--- config.mk ---
export PLATFORM = sky130hd
export DESIGN_NAME = annexb_nal_unit_delimiter
export DESIGN_NICKNAME = d
export VERILOG_FILES = /design/src/rtl/annexb_pkg.sv /design/src/rtl/annexb_front.sv /design/src/rtl/annexb_queue.sv /design/src/rtl/annexb_back.sv /design/src/rtl/annexb_nal_unit_delimiter.sv
export SDC_FILE = /design/constraint.sdc
export NUM_CORES = 1
export LEC_CHECK = 0
export BUFFER_PORTS_ARGS = -buffer_cell sky130_fd_sc_hd__buf_2
export CAP_MARGIN = 25
export CORE_UTILIZATION = 54
export CTS_CLUSTER_SIZE = 8
export DETAILED_ROUTE_END_ITERATION = 16
export HOLD_SLACK_MARGIN = 0.1
export PLACE_DENSITY = 0.73
export REMOVE_ABC_BUFFERS = 1
export SYNTH_ARGS = -nofsm -noshare
export SYNTH_HDL_FRONTEND = slang
export SYNTH_SLANG_ARGS = --single-unit
--- constraint.sdc ---
create_clock -name clk_i -period 3.2 [get_ports clk_i]
set_clock_uncertainty 0.15 [all_clocks]
set_input_delay 0.64 -clock clk_i [delete_from_list [all_inputs] [get_ports clk_i]]
set_output_delay 0.64 -clock clk_i [all_outputs]
set_load 0.01 [all_outputs]
--- src/rtl/annexb_pkg.sv ---
`timescale 1ns / 1ps
// Shared types and constants for the Annex B start-code delimiter.
// No dependencies; imported by every module of the block.
package annexb_pkg;

  localparam logic [7:0] ByteZero = 8'h00;
  localparam logic [7:0] ByteOne  = 8'h01;

  // Zeros held back while a start code may still be forming.
  localparam int MaxHeldZeros = 3;
  localparam int ZeroRunW     = $clog2(MaxHeldZeros + 1);
  // Beats per command: pending byte plus every held zero.
  localparam int BeatW        = $clog2(MaxHeldZeros + 2);
  localparam int UnitNumW     = 16;

  localparam int QueueDepthDefault = 4;

  // One command from the front: a burst of payload beats.
  // First beat carries head_byte, the rest are zeros.
  typedef struct packed {
    logic [7:0]          head_byte;
    logic                head_first;
    logic [BeatW-1:0]    beats;
    logic                close;
    logic [UnitNumW-1:0] unit_number;
  } cmd_t;

  typedef struct packed {
    logic full;
    logic empty;
  } queue_status_t;

endpackage

--- src/rtl/annexb_front.sv ---
`timescale 1ns / 1ps
// Front end: scans input bytes for start codes, tracks held zeros and the
// pending byte, issues at most one burst command per byte; uses annexb_pkg.
module annexb_front
  import annexb_pkg::*;
(
  input  logic       clk_i,
  input  logic       rst_ni,
  input  logic       in_valid_i,
  output logic       in_ready_o,
  input  logic [7:0] data_byte_i,
  input  logic       end_of_stream_i,
  input  logic       queue_full_i,
  output logic       push_o,
  output cmd_t       cmd_o
);

  logic                in_unit_q, in_unit_d;
  logic                pend_valid_q, pend_valid_d;
  logic [7:0]          pend_byte_q, pend_byte_d;
  logic                pend_first_q, pend_first_d;
  logic [ZeroRunW-1:0] zero_run_q, zero_run_d;
  logic [UnitNumW-1:0] unit_cnt_q, unit_cnt_d;

  logic                accept;
  logic                do_push;
  logic                do_close;
  logic [7:0]          push_byte;
  logic [ZeroRunW-1:0] zeros_out;
  logic [BeatW-1:0]    beats;
  logic                is_start;

  assign in_ready_o = !queue_full_i;
  assign accept     = in_valid_i && in_ready_o;
  assign is_start   = (data_byte_i == ByteOne) && (zero_run_q >= ZeroRunW'(2));

  always_comb begin
    in_unit_d  = in_unit_q;
    zero_run_d = zero_run_q;
    do_push    = 1'b0;
    do_close   = 1'b0;
    push_byte  = data_byte_i;
    zeros_out  = '0;
    if (end_of_stream_i) begin
      if (in_unit_q) begin
        do_close  = 1'b1;
        zeros_out = zero_run_q;
      end
      in_unit_d  = 1'b0;
      zero_run_d = '0;
    end else if (!in_unit_q) begin
      if (data_byte_i == ByteZero) begin
        if (zero_run_q < ZeroRunW'(MaxHeldZeros)) zero_run_d = zero_run_q + 1'b1;
      end else begin
        if (is_start) in_unit_d = 1'b1;
        zero_run_d = '0;
      end
    end else if (data_byte_i == ByteZero) begin
      if (zero_run_q < ZeroRunW'(MaxHeldZeros)) begin
        zero_run_d = zero_run_q + 1'b1;
      end else begin
        // hold is full: oldest zero moves out as payload
        do_push   = 1'b1;
        push_byte = ByteZero;
      end
    end else if (is_start) begin
      do_close   = 1'b1;
      zero_run_d = '0;
    end else begin
      do_push    = 1'b1;
      zeros_out  = zero_run_q;
      zero_run_d = '0;
    end
  end

  // pending byte (if any) then the released zeros leave in this burst
  assign beats = BeatW'(pend_valid_q) + BeatW'(zeros_out);

  assign cmd_o.head_byte   = pend_valid_q ? pend_byte_q : ByteZero;
  assign cmd_o.head_first  = pend_valid_q ? pend_first_q : 1'b1;
  assign cmd_o.beats       = beats;
  assign cmd_o.close       = do_close;
  assign cmd_o.unit_number = unit_cnt_q;
  assign push_o = accept && in_unit_q && (do_push || do_close) && (beats != '0);

  always_comb begin
    pend_valid_d = pend_valid_q;
    pend_byte_d  = pend_byte_q;
    pend_first_d = pend_first_q;
    unit_cnt_d   = unit_cnt_q;
    if (do_close) begin
      pend_valid_d = 1'b0;
      pend_first_d = 1'b0;
      if (beats != '0) unit_cnt_d = unit_cnt_q + 1'b1;
    end else if (do_push) begin
      pend_valid_d = 1'b1;
      pend_byte_d  = push_byte;
      pend_first_d = (beats == '0);
    end
  end

  always_ff @(posedge clk_i or negedge rst_ni) begin
    if (!rst_ni) begin
      in_unit_q    <= 1'b0;
      pend_valid_q <= 1'b0;
      pend_byte_q  <= '0;
      pend_first_q <= 1'b0;
      zero_run_q   <= '0;
      unit_cnt_q   <= '0;
    end else if (accept) begin
      in_unit_q    <= in_unit_d;
      pend_valid_q <= pend_valid_d;
      pend_byte_q  <= pend_byte_d;
      pend_first_q <= pend_first_d;
      zero_run_q   <= zero_run_d;
      unit_cnt_q   <= unit_cnt_d;
    end
  end

endmodule

--- src/rtl/annexb_queue.sv ---
`timescale 1ns / 1ps
// Command queue between front and back ends of the delimiter.
// Small register FIFO of cmd_t entries; uses annexb_pkg.
module annexb_queue
  import annexb_pkg::*;
#(
  parameter int DEPTH = QueueDepthDefault
) (
  input  logic          clk_i,
  input  logic          rst_ni,
  input  logic          push_i,
  input  cmd_t          push_data_i,
  input  logic          pop_i,
  output cmd_t          pop_data_o,
  output queue_status_t status_o
);

  localparam int PtrW = $clog2(DEPTH);
  localparam int CntW = $clog2(DEPTH + 1);

  cmd_t            mem_q [DEPTH];
  logic [PtrW-1:0] wr_ptr_q, wr_ptr_d;
  logic [PtrW-1:0] rd_ptr_q, rd_ptr_d;
  logic [CntW-1:0] count_q, count_d;

  assign status_o.full  = (count_q == CntW'(DEPTH));
  assign status_o.empty = (count_q == '0);
  assign pop_data_o     = mem_q[rd_ptr_q];

  always_comb begin
    wr_ptr_d = wr_ptr_q;
    rd_ptr_d = rd_ptr_q;
    count_d  = count_q;
    if (push_i) wr_ptr_d = (wr_ptr_q == PtrW'(DEPTH - 1)) ? '0 : wr_ptr_q + 1'b1;
    if (pop_i)  rd_ptr_d = (rd_ptr_q == PtrW'(DEPTH - 1)) ? '0 : rd_ptr_q + 1'b1;
    if (push_i && !pop_i) count_d = count_q + 1'b1;
    else if (!push_i && pop_i) count_d = count_q - 1'b1;
  end

  always_ff @(posedge clk_i or negedge rst_ni) begin
    if (!rst_ni) begin
      wr_ptr_q <= '0;
      rd_ptr_q <= '0;
      count_q  <= '0;
    end else begin
      wr_ptr_q <= wr_ptr_d;
      rd_ptr_q <= rd_ptr_d;
      count_q  <= count_d;
    end
  end

  always_ff @(posedge clk_i) begin
    if (push_i) mem_q[wr_ptr_q] <= push_data_i;
  end

endmodule

--- src/rtl/annexb_back.sv ---
`timescale 1ns / 1ps
// Back end: expands queued burst commands into output beats.
// Holds the active command in a register; uses annexb_pkg.
module annexb_back
  import annexb_pkg::*;
(
  input  logic                clk_i,
  input  logic                rst_ni,
  input  logic                queue_empty_i,
  input  cmd_t                queue_data_i,
  output logic                pop_o,
  output logic                out_valid_o,
  input  logic                out_ready_i,
  output logic [7:0]          out_byte_o,
  output logic                unit_first_o,
  output logic                unit_last_o,
  output logic [UnitNumW-1:0] unit_number_o,
  output logic                run_last_o
);

  cmd_t             cmd_q;
  logic             busy_q, busy_d;
  logic [BeatW-1:0] idx_q, idx_d;
  logic             last_beat;
  logic             beat_done;

  assign last_beat = (idx_q == cmd_q.beats - 1'b1);
  assign beat_done = busy_q && out_ready_i;
  assign pop_o     = !queue_empty_i && (!busy_q || (beat_done && last_beat));

  always_comb begin
    busy_d = busy_q;
    idx_d  = idx_q;
    if (pop_o) begin
      busy_d = 1'b1;
      idx_d  = '0;
    end else if (beat_done) begin
      if (last_beat) busy_d = 1'b0;
      else idx_d = idx_q + 1'b1;
    end
  end

  always_ff @(posedge clk_i or negedge rst_ni) begin
    if (!rst_ni) begin
      busy_q <= 1'b0;
      idx_q  <= '0;
    end else begin
      busy_q <= busy_d;
      idx_q  <= idx_d;
    end
  end

  always_ff @(posedge clk_i) begin
    if (pop_o) cmd_q <= queue_data_i;
  end

  assign out_valid_o   = busy_q;
  assign out_byte_o    = (idx_q == '0) ? cmd_q.head_byte : ByteZero;
  assign unit_first_o  = (idx_q == '0) && cmd_q.head_first;
  assign unit_last_o   = cmd_q.close && last_beat;
  assign unit_number_o = cmd_q.unit_number;
  assign run_last_o    = last_beat;

endmodule

--- src/rtl/annexb_nal_unit_delimiter.sv ---
`timescale 1ns / 1ps
// Top level of the Annex B start-code delimiter: front, command queue, back.
// Depends on annexb_pkg, annexb_front, annexb_queue, annexb_back.

// Takes an Annex B byte stream one beat per cycle and returns the payload of
// each NAL unit with start codes removed. Every input beat is accepted as long
// as the command queue (QUEUE_DEPTH entries) has room; a beat that releases
// held bytes queues one command that the back end plays out as 1 to 4 output
// beats, one per cycle while m_axis_tready is high. Sustained rate is one input
// beat per cycle when each beat yields at most one result and the output is
// ready; bursts of released zeros can fill the queue. m_axis_tlast marks the
// last result of an input beat, tuser carries the unit start/end flags.
module annexb_nal_unit_delimiter
  import annexb_pkg::*;
#(
  parameter int QUEUE_DEPTH = QueueDepthDefault
) (
  input  logic        clk_i,
  input  logic        rst_ni,
  input  logic        s_axis_tvalid,
  output logic        s_axis_tready,
  input  logic [7:0]  s_axis_tdata,  // [7:0] data_byte
  input  logic [0:0]  s_axis_tuser,  // [0] end_of_stream
  output logic        m_axis_tvalid,
  input  logic        m_axis_tready,
  output logic [23:0] m_axis_tdata,  // [7:0] out_byte, [23:8] unit_number
  output logic [1:0]  m_axis_tuser,  // [0] unit_first, [1] unit_last
  output logic        m_axis_tlast   // run_last
);

  cmd_t                push_cmd;
  cmd_t                head_cmd;
  logic                push;
  logic                pop;
  queue_status_t       q_status;
  logic [7:0]          out_byte;
  logic [UnitNumW-1:0] unit_number;
  logic                unit_first;
  logic                unit_last;

  annexb_front u_front (
    .clk_i           (clk_i),
    .rst_ni          (rst_ni),
    .in_valid_i      (s_axis_tvalid),
    .in_ready_o      (s_axis_tready),
    .data_byte_i     (s_axis_tdata),
    .end_of_stream_i (s_axis_tuser[0]),
    .queue_full_i    (q_status.full),
    .push_o          (push),
    .cmd_o           (push_cmd)
  );

  annexb_queue #(
    .DEPTH (QUEUE_DEPTH)
  ) u_queue (
    .clk_i       (clk_i),
    .rst_ni      (rst_ni),
    .push_i      (push),
    .push_data_i (push_cmd),
    .pop_i       (pop),
    .pop_data_o  (head_cmd),
    .status_o    (q_status)
  );

  annexb_back u_back (
    .clk_i         (clk_i),
    .rst_ni        (rst_ni),
    .queue_empty_i (q_status.empty),
    .queue_data_i  (head_cmd),
    .pop_o         (pop),
    .out_valid_o   (m_axis_tvalid),
    .out_ready_i   (m_axis_tready),
    .out_byte_o    (out_byte),
    .unit_first_o  (unit_first),
    .unit_last_o   (unit_last),
    .unit_number_o (unit_number),
    .run_last_o    (m_axis_tlast)
  );

  assign m_axis_tdata = {unit_number, out_byte};
  assign m_axis_tuser = {unit_last, unit_first};

`ifndef ASSERT_OFF
  // front never writes into a full queue
  assert property (@(posedge clk_i) disable iff (!rst_ni) push |-> !q_status.full)
    else $error("command pushed into full queue");

  // back never pops an empty queue
  assert property (@(posedge clk_i) disable iff (!rst_ni) pop |-> !q_status.empty)
    else $error("command popped from empty queue");

  // a unit closes only on the final result of its beat
  assert property (@(posedge clk_i) disable iff (!rst_ni)
    (m_axis_tvalid && m_axis_tuser[1]) |-> m_axis_tlast)
    else $error("unit end not on last result of a beat");
`endif

endmodule

==> out/results.tsv, run 1 <==
metric	value	unit
status	finished with violations	
violations	setup timing	
crit_path_end_kind	flip-flop	
drive_above_1_share	0.326	
core	0.0134	mm^2
grt_pass1_vias	3959	
crit_fanout	2	
max_freq	303	MHz
netlist_area	0.00752	mm^2
worstReg2RegStart	u_front.zero_run_q[0]	
holdPathEnd	u_front.pend_byte_q[5]	
area_delta_synth_final	16.0	%
vias_per_cell	5.73	
fin_area	0.00872	mm^2
final_antenna_net_count	0	
io_buffers	41	
reg2reg_slack	0.02	ns
cts_sinks	185	
antenna_cells	0	
numCtsBuffers	17	
crit_path_start_kind	primary input	
min_period	3.31	ns
antenna_found_initial	0	
fin_crit_sh	1.03	
synthArstFlopShare	0.216	
cp.required	3.36	ns
place_hpwl	7.80	mm
synthFlopType	edfxtp_1	
initial_core_util	0.561	
syn_inst	419	
grt-ovfl-total	0	
yosys-top-cells-area	edfxtp_1 (58%), dfrtp_1 (13%), mux4_2 (8.7%)	
synth_top_area_share	0.579	
ys_types	49	
ys_ff_latch	185	
vias	3841	
final-seq-area	0.00536	mm^2
final-instance-count-excl-fill	670	
clk_path_buf_depth	2	
timing_hold_violations_final	0	
relSlewSlack	0.425	
place_inst	631	
wl_per_cell	19.9	um
grt_pass1_wl	21.0	mm
critPathArrivalTime	3.47	ns
avgSynthCellArea	17.9	um^2
grt_max_degree	41	
die_area	0.0144	mm^2
min_path_type	in -> reg	
finalMaxSlewViolations	0	
route.detailed.drc	0	
finalSetupTns	-0.162	ns
ios	42	
cap_violations	0	
synth_edf_count	145	
die_w	120	um
synth_commonest_cells	edfxtp_1 (145), dfrtp_1 (40), mux4_2 (29)	
cts.htree.levels	4	
seq_area_frac_synth	0.712	
worstMarginPinSlew	0.863	ns
first_pass_iters	5	
root_buffer	clkbuf_16	
hold_path_depth	2	
multiInputGateArea	0.00196	mm^2
rr_worst_depth	14	
path_class	in -> reg	
min_from	s_axis_tdata[5]	
place_area	0.00799	mm^2
peakVddDrop	0.366	mV
layout.nets	509	
setup_slack	-0.105	ns
num_rows	42	
drtIter0Drc	304	
cts_tree	yes	
grt_usage	0.202	
fin_hold_ws	0.302	ns
routed_wl	13.3	mm
clkLatencyLatePin	0.44	ns
clkTransAtPathRegs	0.06	ns
power_leakage	3.35	nW
gp_congestion	0.759	
yosysWarnings	0	
finalSetupViolations	2	
synth_top_area_cell	edfxtp_1	
power.density	689	mW/mm^2
die_h	120	um
r2r_end	u_queue.count_q[1]	
fillers	898	
synth_most_common_cell	edfxtp_1	
rsz0062_at_grt	yes	
-- area by class of cell --
class                      instances  share of cell area
tap                              176              0.0252
clock buffer                      21              0.0516
timing repair buffer              73              0.0658
multi-input combinational        188               0.225
inverter                          16             0.00689
sequential                       185               0.614
clock inverter                    11              0.0112
-- critical path, cell delays in order --
cell and delay (ns):
buf_6 0.09, or4_4 0.55, nor3_4 0.14, buf_6 0.14, a21oi_4 0.05, ha_4 0.16, ha_4 0.21, or3_4 0.33
nand4_1 0.13, a21oi_2 0.06, ha_2 0.20, inv_2 0.06, fa_2 0.43, mux2_4 0.27
-- power breakdown --
part | leakage, nW | total, mW | switching, mW | internal, mW
registers | 1.87 | 2.95 | 0.160 | 2.79
logic | 1.22 | 1.13 | 0.521 | 0.607
clock network | 0.265 | 1.93 | 0.844 | 1.09
total | 3.35 | 6.01 | 1.53 | 4.48
-- what timing repair did --
action / 4_1_cts / 5_1_grt
cloned: 0 / 2
endpoints found under the hold margin: 0 / 10
pin swaps: 8 / 2
resized for setup: 12 / 7
setup endpoints to repair: 121 / 118
hold buffers: 0 / 1
buffers inserted: 3 / 2
-- cell usage in the layout, fill, tap and decap left out, types with 3 or more instances in the layout --
| cell type | n |
|---|---|
| buf_4 | 22 |
| mux2_2 | 13 |
| nor3_1 | 3 |
| dfrtp_1 | 39 |
| nor4_1 | 7 |
| nand2_1 | 12 |
| buf_2 | 39 |
| clkinv_4 | 3 |
| nand2b_1 | 3 |
| clkinv_1 | 3 |
| inv_1 | 15 |
| xnor2_1 | 3 |
| nand3_1 | 6 |
| xor2_1 | 17 |
| buf_6 | 3 |
| clkbuf_1 | 3 |
| ha_1 | 11 |
| a21oi_1 | 4 |
| nor4_2 | 3 |
| nand4_1 | 4 |
| buf_12 | 6 |
| o22ai_1 | 3 |
| edfxtp_1 | 145 |
| and2_1 | 21 |
| nor2_1 | 10 |
| mux4_2 | 29 |
| clkbuf_16 | 19 |
-- through the flow --
stage / setup slack, ns / power, mW / util
finish: -0.105 / 6.01 / 0.651
global route: -0.191 / 6.26 / 0.651
CTS: -0.0947 / 6.07 / 0.642
detailed placement: -0.802 / 4.13 / 0.596
global placement: -0.727 / 4.10 / 0.596
floorplan: -1.39 / 3.73 / -
-- routing by layer --
layer	global-route usage	part of all wire
met1	0.251	0.42
met2	0.329	0.51
met3	0.0490	0.052
met4	0.106	0.026
met5	0	0
-- state kept, by name, summed over array words and instances, names as in the netlist, 2 cells and up --
register and cells:
u_queue.mem_q 116, u_back.unit_number_o 16, u_front.unit_cnt_q 16, u_back.cmd_q 13, u_front.pend_byte_q 8, u_back.idx_q 3
u_queue.count_q 3, u_front.zero_run_q 2, u_queue.rd_ptr_q 2, u_queue.wr_ptr_q 2
-- worst max-delay path by stage --
| stage | endpoint | start |
|---|---|---|
| floorplan | u_queue.mem_q[3][0] | s_axis_tdata[2] |
| global placement | u_queue.count_q[1] | s_axis_tdata[2] |
| detailed placement | u_queue.count_q[1] | s_axis_tdata[2] |
| CTS | u_queue.count_q[1] | s_axis_tdata[7] |
| global route | u_queue.count_q[2] | s_axis_tdata[7] |
| finish | u_queue.count_q[1] | s_axis_tdata[7] |
-- cells by family after synthesis --
group           synth area share
mux                        0.109
xor+xnor                  0.0265
fa+ha+maj                 0.0260
simple gates              0.0724
flops                      0.712
compound gates            0.0178
buf+inv                   0.0358
Power figures use the tool's default switching activity.
==> run 2, diff against run 1 <==
--- a/config.mk
+++ b/config.mk
@@ -7,12 +7,13 @@
 export LEC_CHECK = 0
 export BUFFER_PORTS_ARGS = -buffer_cell sky130_fd_sc_hd__buf_2
 export CAP_MARGIN = 25
-export CORE_UTILIZATION = 54
+export CORE_UTILIZATION = 55
 export CTS_CLUSTER_SIZE = 8
 export DETAILED_ROUTE_END_ITERATION = 16
 export HOLD_SLACK_MARGIN = 0.1
-export PLACE_DENSITY = 0.73
+export PLACE_DENSITY = 0.78
 export REMOVE_ABC_BUFFERS = 1
 export SYNTH_ARGS = -nofsm -noshare
 export SYNTH_HDL_FRONTEND = slang
+export SYNTH_HIERARCHICAL = 1
 export SYNTH_SLANG_ARGS = --single-unit
==> run 2 against run 1 <==
  * The flow now finishes without violations
  * Total power decreased by 1.9%
  * Clock power increased by 5%
  * Sequential share of layout area about the same
  * Cell count increased by 1.5%
  * Worst setup slack improved by 0.18 ns
  * Synthesized cell count increased by 1.7%
  * Largest cell class unchanged
  * Routed wire length decreased by 1.2%
  * Clock-buffer cell count decreased by 3
  * First-iteration DRC count increased by 12%
  * Worst hold slack improved by 0.036 ns
  * Critical endpoint is now u_queue/count_q[1]
==> out/results.tsv, run 2 <==
metric	value	unit
avgSynthCellArea	17.8	um^2
path_cells	buf_2, nor4_4, nand2_2, nor2_4, a211oi_2, ha_2, ha_1, or3_4, o21a_1, ha_2, inv_1, fa_1, mux2_2	
multiInputGateArea	0.00201	mm^2
timing_hold_violations_final	0	
min_path_type	in -> reg	
synthArstFlopShare	0.216	
power_leakage	3.11	nW
min_period	3.12	ns
setup_slack	0.0774	ns
power.density	676	mW/mm^2
vias_per_cell	5.71	
grt-ovfl-total	0	
power.internal	4.40	mW
final_cell_mix	edfxtp_1 (145), buf_2 (41), dfrtp_1 (39), mux4_2 (28), buf_4 (26)	
final-seq-area	0.00536	mm^2
ys_types	51	
synth_top_area_share	0.574	
critPathArrivalTime	3.28	ns
worstMarginPinSlew	0.612	ns
first_pass_iters	5	
place_hpwl	7.96	mm
numCtsBuffers	17	
cp.required	3.35	ns
ios	42	
ys_ff_latch	185	
drive_above_1_share	0.331	
grt_usage	0.202	
cts_tree	yes	
synth_most_common_cell	edfxtp_1	
relSlewSlack	0.591	
netlist_area	0.00759	mm^2
layout_commonest_cell	edfxtp_1	
grt_pass1_vias	4062	
status	finished clean	
cts_sinks	185	
finalSetupTns	0	ns
worst_path_max_delay_cell	fa_1	
num_rows	42	
clockPowerShare	0.343	
finalMaxSlewViolations	0	
synth_commonest_cells	edfxtp_1 (145), dfrtp_1 (40), mux4_2 (28)	
synth_edf_count	145	
cts.htree.levels	4	
fin_crit_sh	0.976	
die_area	0.0143	mm^2
fillers	905	
crit_fanout	2	
cpMostUsedCell	ha_2	
area_delta_synth_final	15.0	%
gp_congestion	0.735	
antenna_cells	0	
cap_violations	0	
route.detailed.drc	0	
seqPwrFrac	0.485	
clk_path_buf_depth	2	
core	0.0133	mm^2
switching_share	0.253	
yosysWarnings	6	
io_buffers	41	
finalSetupViolations	0	
wl_per_cell	19.4	um
syn_inst	426	
peakVddDrop	0.412	mV
die_w	119	um
critPathMaxStageDelay	0.40	ns
dp_slack	-0.430	ns
initial_core_util	0.568	
clkLatencyLatePin	0.42	ns
largest-register	u_queue/mem_q	
routed_wl	13.2	mm
path_class	in -> reg	
die_h	119	um
clkTransAtPathRegs	0.06	ns
grt_max_degree	41	
antenna_found_initial	0	
synth_top_area_cell	edfxtp_1	
final_antenna_net_count	0	
grt_pass1_wl	21.2	mm
vias	3884	
largest_reg_flops	116	
synthFlopType	edfxtp_1	
crit_path_start_kind	primary input	
root_buffer	clkbuf_16	
drtIter0Drc	340	
power_switching	1.49	mW
power_frac_comb	0.173	
crit_path_end_kind	flip-flop	
fin_hold_ws	0.338	ns
yosys-top-cells-area	edfxtp_1 (57%), dfrtp_1 (13%), mux4_2 (8.3%)	
max_freq	320	MHz
seq_area_frac_synth	0.706	
layout.nets	519	
-- run 2: changes by cell type in the layout (fill, tap and decap cells not counted), sizes merged, moves of 3 or more --
cell / before / now
nand3: 6 / 13
nor2b: 1 / 4
o22ai: 3 / 0
o21ai: 2 / 6
nor3: 5 / 9
clkbuf: 23 / 18
-- run 2: worst max-delay path: cells and delay by family --
family	cells	cell delay [ns]
adder cells (fa/ha/maj)	4	1.06
AND/OR/NAND/NOR	4	0.92
multiplexers	1	0.27
AO/OA/AOI/OAI	2	0.20
buffers and inverters	2	0.18
-- run 2: path summary, 6_finish.rpt --
kind                                             from                      to  slack [ns]  depth (start not counted)
worst min register to register     u_queue/count_q[2]      u_queue/count_q[2]        0.35                          1
min in group asynchronous                      rst_ni         u_back/idx_q[2]        0.46                          2
worst max register to register  u_front/zero_run_q[0]      u_queue/count_q[1]        0.09                         13
worst min-delay path                  s_axis_tdata[7]  u_front/pend_byte_q[7]        0.34                          2
max in group asynchronous                      rst_ni  u_front/pend_byte_q[5]        1.98                          3
worst max-delay path                  s_axis_tdata[3]      u_queue/count_q[1]        0.08                         13
-- run 2: through the flow --
stage	cells	power [mW]	util	cell area [um^2]
after global routing	680	6.13	0.654	8720
after floorplan	399	3.58	-	7370
after global placement	645	3.90	0.605	8080
after CTS	677	5.94	0.649	8660
after detailed placement	645	3.93	0.605	8080
final	680	5.89	0.654	8720
-- run 2: logic make-up after synthesis --
family | count (synthesis) | share of synthesized area
AO/OA/AOI/OAI | 21 | 0.0203
XOR/XNOR | 21 | 0.0264
adder cells (fa/ha/maj) | 15 | 0.0257
buffers and inverters | 41 | 0.0350
flip-flops | 185 | 0.706
multiplexers | 44 | 0.110
AND/OR/NAND/NOR | 99 | 0.0770
-- run 2: final cells by class --
type	instances	share of cell area
Tap cell	176	0.0252
Timing Repair Buffer	73	0.0585
Inverter	14	0.00602
Clock buffer	18	0.0492
Multi-Input combinational cell	200	0.230
Clock inverter	14	0.0169
Sequential cell	185	0.614
-- run 2: repair_timing --
action,4_1_cts,5_1_grt
resized for setup,2,8
hold buffers,0,1
setup buffers,0,1
pin swaps,0,2
endpoints found under the hold margin,0,6
endpoints found under the setup margin,1,2
-- run 2: per-layer routing --
layer	vias to the layer above	track usage	wire (um)
met2	118	0.342	6970
li1	1758	-	-
met1	1992	0.255	5470
met3	16	0.0431	573
met4	0	0.0789	177
met5	-	0	0
-- run 2: power groups by stage --
stage,registers (mW),clock network (mW),logic (mW)
6_report,2.86,2.02,1.02
5_1_grt,2.88,2.15,1.11
4_1_cts,2.86,2.06,1.03
3_5_place_dp,2.91,0,1.02
3_3_place_gp,2.91,0,0.993
2_1_floorplan,2.98,0,0.606
==> run 3, diff against run 2 <==
--- a/config.mk
+++ b/config.mk
@@ -5,6 +5,7 @@
 export SDC_FILE = /design/constraint.sdc
 export NUM_CORES = 1
 export LEC_CHECK = 0
+export ABC_AREA = 1
 export BUFFER_PORTS_ARGS = -buffer_cell sky130_fd_sc_hd__buf_2
 export CAP_MARGIN = 25
 export CORE_UTILIZATION = 55
==> run 3 against run 2 <==
  * The run now ends with DRC left
  * Area after synthesis grew 11%
  * Via count grew 36%
  * Worst hold slack lost 0.043 ns
  * Final area grew 6.7%
  * Sequential power grew 7.3%
  * Worst setup slack gained 0.029 ns
  * Critical path type is now reg -> reg
  * Largest power group unchanged
==> out/results.tsv, run 3 <==
metric	value	unit
drtIter0Drc	343	
vias_per_cell	5.33	
path_class	reg -> reg	
max_freq	323	MHz
numCtsBuffers	17	
switching_share	0.324	
fin_hold_ws	0.295	ns
antenna_cells	0	
initial_core_util	0.570	
ys_ff_latch	185	
fin_crit_sh	0.967	
drive_above_1_share	0.190	
finalSetupTns	0	ns
clk_path_buf_depth	2	
die_area	0.0157	mm^2
area_delta_synth_final	11.0	%
root_buffer	clkbuf_16	
grt_pass1_wl	25.5	mm
ys_types	34	
power_leakage	4.16	nW
cts.htree.levels	4	
netlist_area	0.00839	mm^2
cp.required	3.37	ns
post_cts_buffers	0	
grt_usage	0.211	
die_w	125	um
final_antenna_net_count	0	
relSlewSlack	0.371	
multiInputGateArea	0.00227	mm^2
layout_commonest_cell	nand2_1	
grt_max_degree	77	
reg2reg_slack	0.11	ns
crit_path_start_kind	flip-flop	
yosys-top-cells-area	edfxtp_1 (52%), dfrtp_1 (12%), nand2_1 (9.7%)	
synth_top_area_cell	edfxtp_1	
grt-ovfl-total	0	
p_total	6.71	mW
synth_commonest_cells	nand2_1 (217), edfxtp_1 (145), inv_1 (119)	
timing_hold_violations_final	0	
routed_wl	15.7	mm
die_h	125	um
cts_sinks	185	
largest-register	u_queue/mem_q	
wl_per_cell	15.8	um
clkLatencyLatePin	0.43	ns
core	0.0147	mm^2
antenna_found_initial	0	
finalSetupViolations	0	
io_buffers	41	
layout.nets	824	
cap_violations	0	
fillers	1068	
violations	DRC	
critPathArrivalTime	3.26	ns
peakVddDrop	0.503	mV
syn_inst	757	
place_hpwl	9.86	mm
power.density	721	mW/mm^2
synth_most_common_cell	nand2_1	
hold_path_depth	3	
crit_path_end_kind	flip-flop	
min_period	3.09	ns
num_rows	44	
seq_area_frac_synth	0.639	
avgSynthCellArea	11.1	um^2
rr_worst_depth	17	
min_path_type	in -> reg	
clkTransAtPathRegs	0.06	ns
power.internal	4.53	mW
crit_fanout	5	
yosysWarnings	6	
gp_congestion	0.883	
synthArstFlopShare	0.216	
ios	42	
first_pass_iters	13	
synth_top_area_share	0.519	
worstMarginPinSlew	0.942	ns
synthFlopType	edfxtp_1	
vias	5294	
power_frac_comb	0.252	
setup_slack	0.107	ns
grt_pass1_vias	5238	
power_switching	2.18	mW
route.detailed.drc	3	
cts_tree	yes	
status	finished with violations	
place_inst	959	
dp_slack	-0.138	ns
seqPwrFrac	0.457	
final-instance-count-excl-fill	993	
synth_edf_count	145	
clockPowerShare	0.291	
finalMaxSlewViolations	0	
final-seq-area	0.00536	mm^2
final_cell_mix	nand2_1 (217), edfxtp_1 (145), inv_1 (119), buf_2 (41), dfrtp_1 (40)	
largest_reg_flops	116	
==> run 3: cells by family (layout without fill, tap and decap cells) <==
family	after synthesis	count (layout)	share of synthesized area
compound gates	76	76	0.0812
flops	185	185	0.639
buf+inv	170	222	0.0940
fa+ha+maj	15	15	0.0233
xor+xnor	14	14	0.0146
simple gates	297	297	0.148
==> run 3: power groups by stage <==
stage          Combinational [mW]  Clock, mW  Sequential, mW
6_report                     1.69       1.95            3.07
5_1_grt                      1.90       2.06            3.09
4_1_cts                      1.68       1.99            3.07
3_5_place_dp                 1.66          0            3.11
3_3_place_gp                 1.57          0            3.10
2_1_floorplan                1.13          0            3.14
==> run 3: stage by stage <==
stage / cell area (um^2) / utilization
after detailed placement: 8700 / 0.592
after CTS: 9250 / 0.630
final: 9310 / 0.633
after floorplan: 8080 / -
after global placement: 8700 / 0.592
after global routing: 9310 / 0.633
==> run 3: metal layers <==
metal | wire [um] | vias to the layer above | GRT usage
met5 | 0 | - | 0
li1 | - | 2537 | -
met1 | 6460 | 2577 | 0.251
met3 | 782 | 29 | 0.0372
met4 | 342 | 0 | 0.105
met2 | 8110 | 151 | 0.370
==> run 3: layout make-up <==
class,instances,share of cell area
multi-input cells,402,0.244
inverters,129,0.0521
clock buffers,17,0.0457
repair buffers,61,0.0451
clock inverters,15,0.0134
flip-flops and latches,185,0.575
well taps,184,0.0247
==> run 3: final timing paths <==
kind	to	from
worst max register to register	u_queue/count_q[2]	u_front/zero_run_q[0]
worst max-delay path	u_queue/count_q[2]	u_front/zero_run_q[0]
worst min register to register	u_front/pend_byte_q[0]	u_front/pend_byte_q[0]
min in group asynchronous	u_queue/count_q[2]	rst_ni
worst min-delay path	u_front/pend_byte_q[7]	s_axis_tdata[7]
max in group asynchronous	u_front/unit_cnt_q[15]	rst_ni
==> run 3: worst max-delay path, stage by stage (launching register included) <==
cell and delay, ns:
dfrtp_1 0.38, inv_1 0.08, ha_1 0.20, or2_1 0.24, nand3_2 0.09, nor2_1 0.05
nor3_1 0.21, ha_1 0.26, ha_4 0.19, nor3_4 0.06, a21oi_2 0.15, ha_1 0.18
inv_1 0.06, fa_1 0.39, nand2_1 0.11, nand3_1 0.08, nand2_1 0.06, nand2_1 0.05
==> run 3: timing repair <==
action | in CTS | in global routing
setup endpoints to repair | 0 | 2
gates resized for setup | 0 | 5
hold buffers | 0 | 1
endpoints found under the hold margin | 0 | 15
